==> config.mk <==
export PLATFORM = sky130hd
export DESIGN_NAME = tksk_cell
export DESIGN_NICKNAME = d
export VERILOG_FILES = /design/src/sv/top_k_seed_keeper_top_defines.svh /design/src/sv/tksk_pkg.sv /design/src/sv/tksk_cell.sv
export SDC_FILE = /design/constraint.sdc
export NUM_CORES = 1
export LEC_CHECK = 0
export BUFFER_PORTS_ARGS = -buffer_cell sky130_fd_sc_hd__clkbuf_2
export CORE_MARGIN = 1
export CORE_UTILIZATION = 48
export DETAILED_ROUTE_END_ITERATION = 12
export PLACE_DENSITY = 0.83
export RECOVER_POWER = 100
export SYNTH_ARGS = -nofsm -noshare
export SYNTH_HDL_FRONTEND = slang
export SYNTH_SLANG_ARGS = --single-unit
==> constraint.sdc <==
create_clock -name clock -period 6 [get_ports clock]
set_input_delay 0 -clock clock [delete_from_list [all_inputs] [get_ports clock]]
set_output_delay 0 -clock clock [all_outputs]
set_load 0.005 [all_outputs]
==> src/sv/top_k_seed_keeper_top_defines.svh <==
// ----------------------------------------------------------------------------
// Top-K seed keeper assertion macros
// Shared concurrent assertion forms, clocked on clock, disabled in reset.
// ----------------------------------------------------------------------------
`ifndef TOP_K_SEED_KEEPER_TOP_DEFINES_SVH
`define TOP_K_SEED_KEEPER_TOP_DEFINES_SVH

// same-cycle implication
`define TKSK_ASSERT_IMP(label, ante, cons) \
   label: assert property (@(posedge clock) disable iff (reset) (ante) |-> (cons)) \
      else $error("top_k_seed_keeper check failed");

// next-cycle implication
`define TKSK_ASSERT_NXT(label, ante, cons) \
   label: assert property (@(posedge clock) disable iff (reset) (ante) |=> (cons)) \
      else $error("top_k_seed_keeper check failed");

`endif

==> src/sv/tksk_pkg.sv <==
// ----------------------------------------------------------------------------
// Top-K seed keeper package
// Entry, cell link and control types plus request and register codes.
// ----------------------------------------------------------------------------
`default_nettype none

package tksk_pkg;

   localparam int FIELD_W  = 16;
   localparam int LIMIT_W  = 7;
   localparam int CSR_IDX_W = 1;

   localparam logic REQ_OFFER = 1'b0;
   localparam logic REQ_DRAIN = 1'b1;

   localparam logic [CSR_IDX_W-1:0] CSR_MIN_LENGTH = 1'b0;
   localparam logic [CSR_IDX_W-1:0] CSR_KEEP_LIMIT = 1'b1;

   typedef struct packed {
      logic [FIELD_W-1:0] len;
      logic [FIELD_W-1:0] first_row;
      logic [FIELD_W-1:0] second_row;
   } entry_type;

   typedef struct packed {
      logic      lt;
      entry_type entry;
   } link_type;

   typedef enum logic [1:0] {
      CELL_HOLD,
      CELL_INSERT,
      CELL_REPLACE,
      CELL_SHIFT
   } cell_mode_type;

   typedef struct packed {
      cell_mode_type mode;
      logic          occupied;
   } cell_ctrl_type;

   typedef enum logic {
      ST_IDLE,
      ST_DRAIN
   } state_type;

endpackage

`default_nettype wire

==> src/sv/tksk_cell.sv <==
// ----------------------------------------------------------------------------
// Top-K seed keeper cell
// One slot of the sorted chain: ranks its entry against the offer and
// holds, loads the offer, or takes a neighbour's entry.
// ----------------------------------------------------------------------------
`default_nettype none

module tksk_cell import tksk_pkg::*; (
   input  wire logic          clock,
   input  wire cell_ctrl_type ctrl,
   input  wire entry_type     offer,
   input  wire link_type      left_link,
   input  wire link_type      right_link,
   output      link_type      link_out
);

   entry_type entry_ff;
   entry_type entry_in;
   logic      lt;

   function automatic logic better(input entry_type a, input entry_type b);
      better = (a.len > b.len) ||
               ((a.len == b.len) && (a.first_row < b.first_row)) ||
               ((a.len == b.len) && (a.first_row == b.first_row) &&
                (a.second_row < b.second_row));
   endfunction

   assign lt = ctrl.occupied && better(offer, entry_ff);

   always_comb begin
      entry_in = entry_ff;
      case (ctrl.mode)
         CELL_INSERT: begin
            if (lt) begin
               entry_in = entry_ff;
            end else if (left_link.lt) begin
               entry_in = offer;
            end else begin
               entry_in = left_link.entry;
            end
         end
         CELL_REPLACE: begin
            if (right_link.lt) begin
               entry_in = right_link.entry;
            end else if (lt) begin
               entry_in = offer;
            end else begin
               entry_in = entry_ff;
            end
         end
         CELL_SHIFT: begin
            entry_in = right_link.entry;
         end
         default: begin
            entry_in = entry_ff;
         end
      endcase
   end

   always_ff @(posedge clock) begin
      entry_ff <= entry_in;
   end

   assign link_out = '{lt: lt, entry: entry_ff};

endmodule

`default_nettype wire

==> impl_metrics.env <==
export IMPL_status="finished with violations"
export IMPL_failed_checks="max-capacitance violations, max-slew violations"
export IMPL_route_detailed_wl_per_inst_um=14.2
export IMPL_post_cts_setup_buffer_count=0
export IMPL_final_cells=778
export IMPL_clk_root_buffer_cell="sky130_fd_sc_hd__clkbuf_8"
export IMPL_portBuffers=198
export IMPL_max_freq_mhz=232
export IMPL_coreArea_mm2=0.00826
export IMPL_placed_area_mm2=0.00518
export IMPL_hold_path_class="input pin to register"
export IMPL_synth_simple_gate_area_share_pct=20.9
export IMPL_clk_path_buf_depth=2
export IMPL_synth_top_family_by_area="compound AO/OA/AOI/OAI gates"
export IMPL_syn_area_mm2=0.00413
export IMPL_hpwl_um=8520
export IMPL_routed_wl_um=11000
export IMPL_grt_antenna_before_repair=0
export IMPL_period_needed_ns=4.32
export IMPL_clkLatencyLatePin_ns=0.29
export IMPL_track_usage_pct=23.5
export IMPL_placed_cells_incl_taps=770
export IMPL_largest_register_ffs=48
export IMPL_post_route_period_util_pct=71.9
export IMPL_timing_setup_tns_ns=0
export IMPL_yosys_warnings=0
export IMPL_slew_viol_final=125
export IMPL_ff2ff_setup_slack_ns=1.68
export IMPL_post_synth_inst_count=495
export IMPL_synth_adder_area_share_pct=14.2
export IMPL_area_growth_pct=25.8
export IMPL_crit_arrival_ns=4.21
export IMPL_drv_max_cap_violation_count=2
export IMPL_regToRegStartpoint="link_out[30]"
export IMPL_placement_rows=33
export IMPL_antenna_cells=0
export IMPL_setup_worst_path_start_class="register"
export IMPL_groute_layer_met1_usage_pct=28.4
export IMPL_irDropWorstVdd_v=0.000104
export IMPL_leakagePower_nw=2.49
export IMPL_largest_net_degree_at_the_start_of_global_routing=99
export IMPL_hold_violation_total_from_the_final_report=0
export IMPL_drt_drc_violations_left=0
export IMPL_worst_clock_skew_ns=0.00978
export IMPL_layout_cell_area_non_filler_mm2=0.00520
export IMPL_max_slew_margin_rel_pct=-147
export IMPL_tritoncts="built"
export IMPL_routed_via_count=4221
export IMPL_report_final_setup_viol=0
export IMPL_depth_of_the_most_critical_reg_to_reg_path=10
export IMPL_clock_sinks=48
export IMPL_grt_pass1_wl_um=16500
export IMPL_worst_endpoint_required_ns=5.89
export IMPL_grt_util_met2_pct=42.1
export IMPL_grt_ovfl_total=0
export IMPL_detail_route_iter0_violations=154
export IMPL_die_area_mm2=0.00898
export IMPL_ys_seq_area_share_pct=34.9
export IMPL_multi_input_comb_area_mm2=0.00239
export IMPL_nNetsFinal=869
export IMPL_sequential_cell_area_mm2=0.00144
export IMPL_critical_path_reg2reg_endpoint="link_out[13]"
export IMPL_die_height_um=94.8
export IMPL_worst_setup_path_end_kind="register"
export IMPL_final_common_cell="sky130_fd_sc_hd__clkbuf_2"
export IMPL_grt_busiest_layer="met2"
export IMPL_yosys_area_share_xor_xnor_pct=0
export IMPL_tritoncts_buffer_count=5
export IMPL_ant_nets=0
export IMPL_synth_nets=692
export IMPL_post_cts_hold_buffer_count=0
export IMPL_vias_in_the_first_global_route=3621
export IMPL_yosysUniqueCellTypes=35
export IMPL_postCtsResizedCells=0
export IMPL_power_density_over_the_cells_mw_per_mm2=193
export IMPL_postSynthAreaPerCell_um2=8.34
export IMPL_grt_util_met3_pct=3.54
export IMPL_synth_mux_area_share_pct=0.242
export IMPL_num_io_pins=199
export IMPL_initial_utilization_pct=50.0
export IMPL_post_drt_via_cell_ratio=5.43
export IMPL_timing_worst_slew_pin_value_ns=3.71
export IMPL_fillerInstances=731
export IMPL_gp_routability_congestion=0.809
export IMPL_worstHoldPathCells=3
export IMPL_synth_compound_gate_area_share_pct=22.1
export IMPL_grt_setup_unrepaired="no"
export IMPL_synth_seq_cells=48
export IMPL_post_route_cells_drive_above_1_share_pct=26.2
export IMPL_htree_num_levels=2
export IMPL_chipWidth_um=94.8
export IMPL_timing_critical_path_fanout_max=28
export IMPL_mostFrequentLayoutCells="sky130_fd_sc_hd__clkbuf_2, sky130_fd_sc_hd__nand2_1, sky130_fd_sc_hd__inv_1"
export IMPL_clk_pin_slew_worst_paths_ns=0.09
export IMPL_min_delay_worst_endpoint="link_out[32]"
export IMPL_firstDrtPassIters=4
export IMPL_class_of_the_most_critical_setup_path="register to register"
export IMPL_hold_start="left_link[32]"
==> final cells by class <==
type / instances / area share, %
clock buffers: 7 / 1.47
repair buffers: 202 / 18.6
flip-flops and latches: 48 / 27.7
multi-input cells: 365 / 46.0
well taps: 105 / 2.53
inverters: 50 / 3.61
clock inverters: 1 / 0.0722
==> worst max-delay path: stages, from the launching register on <==
cell and delay (ns):
sky130_fd_sc_hd__edfxtp_1 0.36, sky130_fd_sc_hd__inv_1 0.06, sky130_fd_sc_hd__ha_1 0.29, sky130_fd_sc_hd__nand4_1 0.13, sky130_fd_sc_hd__nor3_1 0.42, sky130_fd_sc_hd__o2111ai_1 0.19, sky130_fd_sc_hd__a211oi_1 0.23, sky130_fd_sc_hd__o21ai_0 0.16
sky130_fd_sc_hd__and3_1 0.24, sky130_fd_sc_hd__o21ai_4 0.58, sky130_fd_sc_hd__clkbuf_1 1.25
==> stage by stage <==
step	total power [W]	worst slack [ns]	hold slack (ns)	util (%)
6_report	0.00100	1.68	0.0552	62.9
4_1_cts	0.00102	2.50	0.0382	63.7
2_1_floorplan	0.000674	1.58	0.208	-
3_5_place_dp	0.000836	2.53	0.333	62.7
3_3_place_gp	0.000822	2.74	0.328	62.7
5_1_grt	0.00107	1.44	0.0475	62.9
==> power by group <==
| part | internal (W) | switching [W] | leakage [nW] |
|---|---|---|---|
| logic | 0.000155 | 0.000205 | 1.97 |
| registers | 0.000435 | 0.0000250 | 0.477 |
| clock network | 0.0000814 | 0.000103 | 0.0399 |
| total | 0.000671 | 0.000333 | 2.49 |
==> how the worst max path moves through the flow <==
stage | slack (ns) | depth (start not counted) | from | end
5_1_grt | 1.44 | 10 | link_out[31] | link_out[12]
3_5_place_dp | 2.53 | 10 | link_out[30] | link_out[15]
4_1_cts | 2.50 | 10 | link_out[30] | link_out[15]
6_report | 1.68 | 10 | link_out[30] | link_out[13]
3_3_place_gp | 2.74 | 10 | link_out[30] | link_out[18]
2_1_floorplan | 1.58 | 9 | link_out[47] | link_out[0]
==> synthesized netlist by cell type <==
cell type | number | area, µm²
sky130_fd_sc_hd__ha_1 | 47 | 588
sky130_fd_sc_hd__nand4_1 | 6 | 37.5
sky130_fd_sc_hd__nor2b_1 | 48 | 300
sky130_fd_sc_hd__mux2i_1 | 1 | 10.0
sky130_fd_sc_hd__and3_4 | 1 | 11.3
sky130_fd_sc_hd__nand2b_1 | 1 | 6.26
sky130_fd_sc_hd__o221ai_1 | 1 | 8.76
sky130_fd_sc_hd__buf_2 | 1 | 5.00
sky130_fd_sc_hd__clkbuf_1 | 26 | 97.6
sky130_fd_sc_hd__a221o_2 | 1 | 11.3
sky130_fd_sc_hd__a41oi_1 | 1 | 8.76
sky130_fd_sc_hd__or2_2 | 1 | 6.26
sky130_fd_sc_hd__inv_1 | 50 | 188
sky130_fd_sc_hd__nor3_1 | 1 | 5.00
sky130_fd_sc_hd__a21oi_1 | 18 | 90.1
sky130_fd_sc_hd__nand2_2 | 2 | 12.5
sky130_fd_sc_hd__buf_1 | 4 | 15.0
sky130_fd_sc_hd__o21ai_1 | 2 | 10.0
sky130_fd_sc_hd__nor4_4 | 1 | 21.3
sky130_fd_sc_hd__a31oi_1 | 47 | 294
sky130_fd_sc_hd__nand2_1 | 105 | 394
sky130_fd_sc_hd__a211o_1 | 1 | 8.76
sky130_fd_sc_hd__edfxtp_1 | 48 | 1440
sky130_fd_sc_hd__a2111oi_0 | 1 | 8.76
sky130_fd_sc_hd__a211oi_1 | 47 | 353
sky130_fd_sc_hd__a2111oi_2 | 1 | 15.0
sky130_fd_sc_hd__nand4_2 | 1 | 12.5
sky130_fd_sc_hd__o2111ai_1 | 1 | 8.76
sky130_fd_sc_hd__nor2_1 | 12 | 45.0
sky130_fd_sc_hd__a21o_1 | 6 | 45.0
sky130_fd_sc_hd__buf_4 | 1 | 7.51
sky130_fd_sc_hd__nand3_1 | 1 | 5.00
sky130_fd_sc_hd__or3_1 | 1 | 6.26
sky130_fd_sc_hd__o32ai_1 | 2 | 17.5
sky130_fd_sc_hd__o21ai_0 | 7 | 35.0
==> layer usage <==
layer | vias to the layer above | share of wire [%]
li1 | 2136 | -
met1 | 1932 | 43
met2 | 139 | 50
met3 | 14 | 5.6
met4 | 0 | 1.8
met5 | - | 0
==> kinds of logic (layout without fill, tap and decap cells) <==
group	count (synthesis)	count (layout)
AOI/OAI and AO/OA	136	136
adders and majority gates	47	47
buffers and inverters	82	260
DFF	48	48
muxes	1	1
and+or+nand+nor	181	181
No activity file was read; power rests on OpenSTA's default activity.
